File: src/hw/rtl/cmaf_pkg.sv
package cmaf_pkg;

    localparam int NUM_BUFFERS = 16;
    localparam int IDX_W       = (NUM_BUFFERS > 1) ? $clog2(NUM_BUFFERS) : 1;

    localparam logic [IDX_W-1:0] LAST_IDX = IDX_W'(NUM_BUFFERS - 1);
    localparam logic [4:0]       NUM_BUF5 = 5'(NUM_BUFFERS);

    localparam logic [28:0] ID_ALL_ONES = 29'h1FFF_FFFF;

    localparam logic [3:0] OP_INIT     = 4'd0;
    localparam logic [3:0] OP_SET_MASK = 4'd1;
    localparam logic [3:0] OP_SET_DATA = 4'd2;
    localparam logic [3:0] OP_SET_DLC  = 4'd3;
    localparam logic [3:0] OP_RELEASE  = 4'd4;
    localparam logic [3:0] OP_SEND     = 4'd5;
    localparam logic [3:0] OP_TRANSMIT = 4'd6;
    localparam logic [3:0] OP_READ     = 4'd7;
    localparam logic [3:0] OP_RECEIVE  = 4'd8;

    localparam logic [1:0] KIND_DONE   = 2'd0;
    localparam logic [1:0] KIND_BUS    = 2'd1;
    localparam logic [1:0] KIND_NOTIFY = 2'd2;
    localparam logic [1:0] KIND_READ   = 2'd3;

    localparam logic [1:0] DIR_UNUSED = 2'd0;
    localparam logic [1:0] DIR_RCV    = 2'd1;
    localparam logic [1:0] DIR_TRM    = 2'd2;

    localparam logic STATUS_OK  = 1'b0;
    localparam logic STATUS_ERR = 1'b1;

    typedef struct packed {
        logic [3:0]  operation;
        logic [4:0]  buffer_index;
        logic [28:0] ident;
        logic        extended;
        logic [3:0]  length_code;
        logic [63:0] payload;
        logic [28:0] accept_mask;
        logic        direction;
    } t_in_item;

    typedef struct packed {
        logic [1:0]  kind;
        logic [4:0]  buffer_number;
        logic        status;
        logic [28:0] frame_ident;
        logic        frame_extended;
        logic [3:0]  frame_length;
        logic [63:0] frame_data;
        logic        last;
    } t_out_item;

    typedef struct packed {
        logic [28:0] ident;
        logic        extended;
        logic [3:0]  length;
        logic [63:0] data;
        logic [1:0]  direction;
    } t_entry;

    typedef struct packed {
        logic             rd_en;
        logic [IDX_W-1:0] rd_addr;
        logic             wr_en;
        logic             wr_mask_en;
        logic [IDX_W-1:0] wr_addr;
        t_entry           wr_entry;
        logic [28:0]      wr_mask;
    } t_mem_req;

endpackage

File: src/hw/rtl/cmaf_store.sv
module cmaf_store (
    input  logic              i_clk,
    input  logic              i_rst_n,
    input  cmaf_pkg::t_mem_req i_req,
    output cmaf_pkg::t_entry   o_rd_entry,
    output logic [28:0]        o_rd_mask
);
    import cmaf_pkg::*;

    t_entry           r_mem      [NUM_BUFFERS];
    logic [28:0]      r_mask_mem [NUM_BUFFERS];
    logic [NUM_BUFFERS-1:0] r_vld;
    t_entry           r_rd_entry;
    logic [28:0]      r_rd_mask;
    logic             r_rd_vld;

    // contents memory, read-first
    always_ff @(posedge i_clk) begin
        if (i_req.wr_en) begin
            r_mem[i_req.wr_addr] <= i_req.wr_entry;
        end
        if (i_req.rd_en) begin
            r_rd_entry <= r_mem[i_req.rd_addr];
        end
    end

    // mask memory: no reset, init writes it before any receive can use it
    always_ff @(posedge i_clk) begin
        if (i_req.wr_mask_en) begin
            r_mask_mem[i_req.wr_addr] <= i_req.wr_mask;
        end
        if (i_req.rd_en) begin
            r_rd_mask <= r_mask_mem[i_req.rd_addr];
        end
    end

    // per-entry valid bits stand in for the zero reset of the contents
    always_ff @(posedge i_clk) begin
        if (!i_rst_n) begin
            r_vld    <= '0;
            r_rd_vld <= 1'b0;
        end else begin
            if (i_req.wr_en) begin
                r_vld[i_req.wr_addr] <= 1'b1;
            end
            if (i_req.rd_en) begin
                r_rd_vld <= r_vld[i_req.rd_addr];
            end
        end
    end

    assign o_rd_entry = r_rd_vld ? r_rd_entry : '0;
    assign o_rd_mask  = r_rd_mask;

endmodule

File: src/hw/rtl/cmaf_outreg.sv
module cmaf_outreg (
    input  logic               i_clk,
    input  logic               i_rst_n,
    input  logic               i_load,
    input  cmaf_pkg::t_out_item i_item,
    input  logic               i_stall,
    output logic               o_valid,
    output cmaf_pkg::t_out_item o_item,
    output logic               o_free
);
    import cmaf_pkg::*;

    logic      r_valid;
    t_out_item r_item;

    assign o_free = !r_valid || !i_stall;

    always_ff @(posedge i_clk) begin
        if (!i_rst_n) begin
            r_valid <= 1'b0;
        end else if (o_free) begin
            r_valid <= i_load;
        end
    end

    always_ff @(posedge i_clk) begin
        if (o_free && i_load) begin
            r_item <= i_item;
        end
    end

    assign o_valid = r_valid;
    assign o_item  = r_item;

endmodule

File: src/hw/rtl/cmaf_ctrl.sv
module cmaf_ctrl (
    input  logic               i_clk,
    input  logic               i_rst_n,
    input  logic               i_in_valid,
    output logic               o_in_stall,
    input  cmaf_pkg::t_in_item  i_in_item,
    input  cmaf_pkg::t_entry    i_rd_entry,
    input  logic [28:0]         i_rd_mask,
    output cmaf_pkg::t_mem_req  o_req,
    input  logic               i_out_free,
    output logic               o_out_load,
    output cmaf_pkg::t_out_item o_out_item
);
    import cmaf_pkg::*;

    localparam logic [1:0] ST_IDLE = 2'd0;
    localparam logic [1:0] ST_OP   = 2'd1;
    localparam logic [1:0] ST_SCAN = 2'd2;
    localparam logic [1:0] ST_DONE = 2'd3;

    logic [1:0]       r_state, n_state;
    t_in_item         r_item, n_item;
    logic [IDX_W-1:0] r_idx, n_idx;
    logic             r_err, n_err;

    logic [IDX_W-1:0] w_in_addr;
    logic             w_in_bad;
    logic [IDX_W-1:0] w_addr;
    logic [28:0]      w_fid;
    logic [28:0]      w_diff;
    logic             w_hit;
    logic             w_emit;
    t_entry           w_ent;

    function automatic t_out_item bus_frame(t_entry e, logic [4:0] num);
        t_out_item r;
        r                = '0;
        r.kind           = KIND_BUS;
        r.buffer_number  = num;
        r.frame_ident    = e.extended ? e.ident : {18'd0, e.ident[10:0]};
        r.frame_extended = e.extended;
        r.frame_length   = e.length;
        for (int b = 0; b < 8; b++) begin
            if ((e.length >= 4'd8) || (4'(b) < e.length)) begin
                r.frame_data[8*b +: 8] = e.data[8*b +: 8];
            end
        end
        return r;
    endfunction

    function automatic t_out_item contents(t_entry e, logic [1:0] kind, logic [4:0] num);
        t_out_item r;
        r                = '0;
        r.kind           = kind;
        r.buffer_number  = num;
        r.frame_ident    = e.ident;
        r.frame_extended = e.extended;
        r.frame_length   = e.length;
        r.frame_data     = e.data;
        return r;
    endfunction

    assign w_in_addr = IDX_W'(i_in_item.buffer_index - 5'd1);
    assign w_in_bad  = (i_in_item.buffer_index == 5'd0) ||
                       (i_in_item.buffer_index > NUM_BUF5);
    assign w_addr    = IDX_W'(r_item.buffer_index - 5'd1);

    // acceptance compare; a standard frame only looks at the low 11 bits
    assign w_fid  = r_item.extended ? r_item.ident : {18'd0, r_item.ident[10:0]};
    assign w_diff = r_item.extended ? (i_rd_entry.ident ^ w_fid)
                                    : ({18'd0, i_rd_entry.ident[10:0]} ^ w_fid);
    assign w_hit  = i_rd_entry.direction[0] && ((w_diff & i_rd_mask) == 29'd0);

    assign w_emit = (r_item.operation == OP_SEND) || (r_item.operation == OP_TRANSMIT) ||
                    (r_item.operation == OP_READ);

    assign o_in_stall = (r_state != ST_IDLE);

    always_comb begin
        n_state    = r_state;
        n_item     = r_item;
        n_idx      = r_idx;
        n_err      = r_err;
        o_req      = '0;
        o_out_load = 1'b0;
        o_out_item = '0;
        w_ent      = i_rd_entry;

        unique case (r_state)
            ST_IDLE: begin
                if (i_in_valid) begin
                    n_item = i_in_item;
                    n_err  = STATUS_OK;
                    if (i_in_item.operation == OP_RECEIVE) begin
                        o_req.rd_en   = 1'b1;
                        o_req.rd_addr = '0;
                        n_idx         = '0;
                        n_state       = ST_SCAN;
                    end else if (i_in_item.operation > OP_RECEIVE) begin
                        n_state = ST_DONE;
                    end else if (w_in_bad) begin
                        n_err   = STATUS_ERR;
                        n_state = ST_DONE;
                    end else begin
                        o_req.rd_en   = 1'b1;
                        o_req.rd_addr = w_in_addr;
                        n_state       = ST_OP;
                    end
                end
            end

            ST_OP: begin
                if (!w_emit || i_out_free) begin
                    o_req.wr_addr = w_addr;
                    unique case (r_item.operation)
                        OP_INIT: begin
                            w_ent.ident      = r_item.ident;
                            w_ent.extended   = r_item.extended;
                            w_ent.length     = r_item.length_code;
                            w_ent.direction  = r_item.direction ? DIR_TRM : DIR_RCV;
                            o_req.wr_en      = 1'b1;
                            o_req.wr_mask_en = 1'b1;
                            o_req.wr_mask    = ID_ALL_ONES;
                        end
                        OP_SET_MASK: begin
                            o_req.wr_mask_en = 1'b1;
                            o_req.wr_mask    = r_item.accept_mask;
                        end
                        OP_SET_DATA: begin
                            w_ent.data  = r_item.payload;
                            o_req.wr_en = 1'b1;
                        end
                        OP_SET_DLC: begin
                            w_ent.length = r_item.length_code;
                            o_req.wr_en  = 1'b1;
                        end
                        OP_RELEASE: begin
                            // direction mark and data stay
                            w_ent.ident    = '0;
                            w_ent.extended = 1'b0;
                            w_ent.length   = '0;
                            o_req.wr_en    = 1'b1;
                        end
                        OP_SEND: begin
                            o_out_load = 1'b1;
                            o_out_item = bus_frame(i_rd_entry, r_item.buffer_index);
                        end
                        OP_TRANSMIT: begin
                            w_ent.ident     = r_item.ident;
                            w_ent.extended  = r_item.extended;
                            w_ent.length    = r_item.length_code;
                            w_ent.data      = r_item.payload;
                            w_ent.direction = DIR_TRM;
                            o_req.wr_en     = 1'b1;
                            o_out_load      = 1'b1;
                            o_out_item      = bus_frame(w_ent, r_item.buffer_index);
                        end
                        default: begin
                            o_out_load = 1'b1;
                            o_out_item = contents(i_rd_entry, KIND_READ, r_item.buffer_index);
                        end
                    endcase
                    o_req.wr_entry = w_ent;
                    n_state        = ST_DONE;
                end
            end

            ST_SCAN: begin
                // entry r_idx is on the read port; next read goes out as it retires
                if (!w_hit || i_out_free) begin
                    if (w_hit) begin
                        w_ent.ident    = w_fid;
                        w_ent.extended = r_item.extended;
                        w_ent.length   = r_item.length_code;
                        w_ent.data     = r_item.payload;
                        o_req.wr_en    = 1'b1;
                        o_req.wr_addr  = r_idx;
                        o_req.wr_entry = w_ent;
                        o_out_load     = 1'b1;
                        o_out_item     = contents(w_ent, KIND_NOTIFY, 5'(r_idx) + 5'd1);
                    end
                    if (r_idx == LAST_IDX) begin
                        n_state = ST_DONE;
                    end else begin
                        o_req.rd_en   = 1'b1;
                        o_req.rd_addr = r_idx + 1'b1;
                        n_idx         = r_idx + 1'b1;
                    end
                end
            end

            default: begin
                if (i_out_free) begin
                    o_out_load      = 1'b1;
                    o_out_item.kind = KIND_DONE;
                    o_out_item.buffer_number =
                        (r_item.operation == OP_RECEIVE) ? 5'd0 : r_item.buffer_index;
                    o_out_item.status = r_err;
                    o_out_item.last   = 1'b1;
                    n_state           = ST_IDLE;
                end
            end
        endcase
    end

    always_ff @(posedge i_clk) begin
        if (!i_rst_n) begin
            r_state <= ST_IDLE;
            r_idx   <= '0;
            r_err   <= STATUS_OK;
        end else begin
            r_state <= n_state;
            r_idx   <= n_idx;
            r_err   <= n_err;
        end
    end

    always_ff @(posedge i_clk) begin
        r_item <= n_item;
    end

    a_load_when_free: assert property (@(posedge i_clk) disable iff (!i_rst_n)
        o_out_load |-> i_out_free)
        else $error("result loaded into a full output register");

    a_no_rw_overlap: assert property (@(posedge i_clk) disable iff (!i_rst_n)
        ((o_req.wr_en || o_req.wr_mask_en) && o_req.rd_en) |-> (o_req.wr_addr != o_req.rd_addr))
        else $error("read and write of one mailbox in the same cycle");

    a_scan_in_range: assert property (@(posedge i_clk) disable iff (!i_rst_n)
        (r_state == ST_SCAN) |-> (r_idx <= LAST_IDX))
        else $error("scan index past the last mailbox");

    a_done_is_last: assert property (@(posedge i_clk) disable iff (!i_rst_n)
        o_out_load |-> ((o_out_item.kind == KIND_DONE) == o_out_item.last))
        else $error("last flag not on the done result alone");

endmodule

File: src/hw/rtl/can_mailbox_acceptance_filter_top.sv
// Sequence: a buffer operation passes through the states idle, op and done; a bad index or
//   unknown code goes from idle straight to done; a receive passes idle, scan and done,
//   scanning all NUM_BUFFERS mailboxes with one mailbox memory read per cycle unless stalled.
//   A new item is taken only back in idle, after the done result has been loaded.
// Reset: synchronous active low; mailbox valid bits clear at once, no clearing pass.
module can_mailbox_acceptance_filter_top (
    input  logic               i_clk,
    input  logic               i_rst_n,
    input  logic               i_in_valid,
    output logic               o_in_stall,
    input  cmaf_pkg::t_in_item  i_in_item,
    output logic               o_out_valid,
    input  logic               i_out_stall,
    output cmaf_pkg::t_out_item o_out_item
);
    import cmaf_pkg::*;

    // Mailbox contents and masks live in two synchronous memories with registered
    // reads inside the store. Contents never written read as all zero through
    // the store's per-entry valid bits, so an unused mailbox has direction 0.
    t_mem_req  w_req;
    t_entry    w_rd_entry;
    logic [28:0] w_rd_mask;

    // Sequencer to output register: one result item per load.
    logic      w_out_load;
    t_out_item w_out_item;
    logic      w_out_free;

    cmaf_store u_store (
        .i_clk      (i_clk),
        .i_rst_n    (i_rst_n),
        .i_req      (w_req),
        .o_rd_entry (w_rd_entry),
        .o_rd_mask  (w_rd_mask)
    );

    // The sequencer takes one item at a time. Buffer operations read the
    // addressed mailbox; init, set and release write it back, transmit writes
    // and sends it, send and read only emit it. A receive frame walks the
    // mailboxes in ascending order, one read per cycle, writing back a hit while
    // the next entry is read; it pauses on a hit while the output register is still full.
    cmaf_ctrl u_ctrl (
        .i_clk      (i_clk),
        .i_rst_n    (i_rst_n),
        .i_in_valid (i_in_valid),
        .o_in_stall (o_in_stall),
        .i_in_item  (i_in_item),
        .i_rd_entry (w_rd_entry),
        .i_rd_mask  (w_rd_mask),
        .o_req      (w_req),
        .i_out_free (w_out_free),
        .o_out_load (w_out_load),
        .o_out_item (w_out_item)
    );

    // Output register decouples the sink's stall from the sequencer.
    cmaf_outreg u_outreg (
        .i_clk   (i_clk),
        .i_rst_n (i_rst_n),
        .i_load  (w_out_load),
        .i_item  (w_out_item),
        .i_stall (i_out_stall),
        .o_valid (o_out_valid),
        .o_item  (o_out_item),
        .o_free  (w_out_free)
    );

endmodule
File: config.mk
export PLATFORM = sky130hd
export DESIGN_NAME = can_mailbox_acceptance_filter_top
export DESIGN_NICKNAME = d
export VERILOG_FILES = /design/src/hw/rtl/cmaf_pkg.sv /design/src/hw/rtl/cmaf_store.sv /design/src/hw/rtl/cmaf_outreg.sv /design/src/hw/rtl/cmaf_ctrl.sv /design/src/hw/rtl/can_mailbox_acceptance_filter_top.sv
export SDC_FILE = /design/constraint.sdc
export NUM_CORES = 2
export LEC_CHECK = 0
export BUFFER_PORTS_ARGS = -buffer_cell sky130_fd_sc_hd__buf_2
export CAP_MARGIN = 30
export CORE_UTILIZATION = 30
export CTS_CLUSTER_SIZE = 20
export DETAILED_ROUTE_END_ITERATION = 6
export PLACE_DENSITY = 0.55
export SETUP_SLACK_MARGIN = 0.4
export SKIP_LAST_GASP = 1
export SYNTH_ARGS = -nofsm -noshare
export SYNTH_HDL_FRONTEND = slang
export SYNTH_HIERARCHICAL = 1
export SYNTH_SLANG_ARGS = --single-unit
File: constraint.sdc
create_clock -name i_clk -period 32.6 [get_ports i_clk]
set_clock_uncertainty 0.1 [all_clocks]
set_input_delay 6.52 -clock i_clk [delete_from_list [all_inputs] [get_ports i_clk]]
set_output_delay 6.52 -clock i_clk [all_outputs]
set_load 0.01 [all_outputs]
==> flow_summary.json <==
{
  "status": "complete, no violations",
  "final_util_pct": 35.44,
  "drt-pass1-iter-count": 5,
  "top_layer": "met5",
  "overflow": 0,
  "max_freq_mhz": 88.02,
  "max_stage_delay_ns": 0.84,
  "pwr-share-clk_pct": 37.4,
  "wl_per_cell_um": 27.82,
  "die_area_mm2": 0.3201,
  "grtUsageTotal_pct": 16.09,
  "drive_gt1_share_pct": 29.22,
  "drtIter0Drc": 5501,
  "place_congestion": 0.7602,
  "crit_path_frequent_cell": "buf_4",
  "slew_violations": 0,
  "drc": 0,
  "timing.final.crit_share_pct": 34.85,
  "cts_max_level": 5,
  "cts.sinks": 2445,
  "tritoncts": "built",
  "finalSetupViolations": 0,
  "cts-resized-gates": 0,
  "min-delay-start": "u_store/r_vld[13]$_SDFFE_PN0P_",
  "critical-path-top-delay-family": "buffers and inverters",
  "regToRegEndpoint": "u_store/r_rd_entry[40]$_DFFE_PP_",
  "pwr-share-seq_pct": 46.3,
  "cp_max_fo": 129,
  "dieHeight_um": 565.7,
  "grt_setup_unrepaired": "no",
  "drt.antenna.violating_nets": 0,
  "grt_pass1_wl_um": 369800,
  "core-area_mm2": 0.3155,
  "dr_wl_met3_um": 18910,
  "register_area_mm2": 0.07317,
  "cap_violations": 0,
  "die_w_um": 565.7,
  "syn_to_final_growth_pct": 17.28,
  "numCtsBuffers": 271,
  "pwr_density_cell_mw_per_mm2": 72.04,
  "holdPathStages": 1,
  "fillers": 29130,
  "cts_root_buf": "clkbuf_16",
  "boundaryPins": 250,
  "synth.cell_area_mm2": 0.09534,
  "critPathKind": "primary input to register",
  "antenna_found_initial": 14,
  "netlist_instances": 4568,
  "portBuffers": 249,
  "met1Wirelength_um": 111100,
  "clkLatencyLatePin_ns": 0.91,
  "ys_warn_count": 6,
  "fin_nets": 5219,
  "syn-num-nets": 4716,
  "postCtsSetupBuffers": 0,
  "period_needed_ns": 11.36,
  "setup_tns_ns": 0,
  "path_cells": "buf_2 -> inv_1 -> ha_1 -> nor3b_1 -> xnor2_1 -> nand2b_1 -> or2_2 -> o22ai_4 -> buf_4 -> buf_4 -> buf_12 -> buf_4 -> mux4_2 -> nor2b_1 -> a211oi_1 -> a21oi_1",
  "post-place-ws_ns": 20.16,
  "dp.cells": 8926,
  "grt_max_degree": 130,
  "leakagePower_nw": 32.33,
  "vias": 48590,
  "stdcell_count": 9434,
  "reg2reg_depth": 17,
  "cp.required_ns": 33.07,
  "vias_per_cell": 5.151,
  "wirelength_um": 262400,
  "fin_ws_ns": 21.24,
  "r2r_slack_ns": 25.03,
  "combPwrFrac_pct": 16.3,
  "initial_utilization_pct": 30.22,
  "hpwl_um": 139000,
  "cellInternalPower_mw": 5.917,
  "grt_pass1_vias": 49440,
  "cts_hold_buf": 0,
  "hold_end": "u_store/r_vld[13]$_SDFFE_PN0P_",
  "cts.clk_slew.worst_paths_ns": 0.06,
  "clk_path_buf_depth": 4,
  "slew_headroom_pct": 22.51,
  "startpoint_type": "primary input",
  "hold_viol_final": 0,
  "timing.rr.start": "u_store/r_rd_vld$_SDFFE_PN0P_",
  "critPathBufInv": 6,
  "hp-class": "register to register",
  "placementRows": 206,
  "swShare_pct": 26.55,
  "end_kind": "register",
  "dr_wl_met2_um": 124600,
  "ir_drop_mv": 0.05624,
  "multi_input_area_mm2": 0.02090,
  "tightest_slew_ns": 1.162,
  "critPathArrivalTime_ns": 11.83,
  "syn_avg_cell_area_um2": 20.87,
  "p_sw_mw": 2.139,
  "cp_slowest_cell": "buf_4"
}
## cells in the final DEF (no fill, tap or decap), types with 30 or more instances in the layout
cell type  count
o31ai_1       62
clkbuf_1      52
mux4_2       595
clkinv_2      36
inv_1        107
clkinv_1      53
mux2i_1       57
buf_2        251
clkbuf_16    273
a21oi_1      221
xor2_1        30
nand3_1       91
and2_1       101
a22oi_1       99
edfxtp_1    2420
nor2b_1       57
buf_4        228
nand2_1      146
nor2_4        34
a211oi_1      67
## metal layers
| metal | vias up | global-route usage (%) |
|---|---|---|
| met1 | 26200 | 21.96 |
| met5 | - | 0 |
| met4 | 2 | 4.871 |
| met3 | 396 | 2.944 |
| met2 | 2007 | 26.15 |
| li1 | 19990 | - |
## registers in the layout, indices dropped and copies added, names as in the netlist, 4 cells and up
name	flops
u_ctrl/r_idx	4
u_store/r_mask_mem	464
u_store/r_mem	1584
u_store/o_rd_mask	29
u_ctrl/r_item	137
u_outreg/o_item	107
u_store/r_rd_entry	99
u_store/r_vld	16
## how the worst max path moves through the flow
stage                    from                          endpoint  cells after the start
4_1_cts        i_in_item[128]    u_store/o_rd_mask[1]$_DFFE_PP_                     14
2_1_floorplan     i_out_stall     u_store/r_rd_vld$_SDFFE_PN0P_                      9
6_report       i_in_item[128]  u_store/r_rd_entry[40]$_DFFE_PP_                     16
3_5_place_dp   i_in_item[128]    u_store/o_rd_mask[1]$_DFFE_PP_                     14
5_1_grt        i_in_item[128]  u_store/r_rd_entry[35]$_DFFE_PP_                     15
3_3_place_gp   i_in_item[128]   u_store/o_rd_mask[10]$_DFFE_PP_                     16
## stage by stage
step           total power [mW]  area [um^2]  hold WS, ns
4_1_cts                   8.129       111500       0.3663
3_5_place_dp              5.122       102800       0.3530
5_1_grt                   8.334       111800       0.3763
3_3_place_gp              5.104       102600       0.3422
2_1_floorplan             4.703        95340       0.3354
6_report                  8.056       111800       0.3649
## power groups by stage
stage | Clock [mW] | Sequential [mW] | Combinational, mW
3_5_place_dp | 0 | 3.79 | 1.33
5_1_grt | 3.19 | 3.74 | 1.41
2_1_floorplan | 0 | 3.79 | 0.911
6_report | 3.01 | 3.73 | 1.32
3_3_place_gp | 0 | 3.80 | 1.31
4_1_cts | 3.07 | 3.73 | 1.33
## area by class of cell
class / instances / share of cell area (%)
sequential: 2445 / 65.44
clock inverter: 150 / 1.451
antenna: 1 / 0.002238
inverter: 109 / 0.3771
multi-input combinational: 1742 / 18.69
clock buffer: 325 / 6.284
tap: 4160 / 4.655
timing repair buffer: 502 / 3.100
Note: power is estimated with default switching activity, not from simulation.
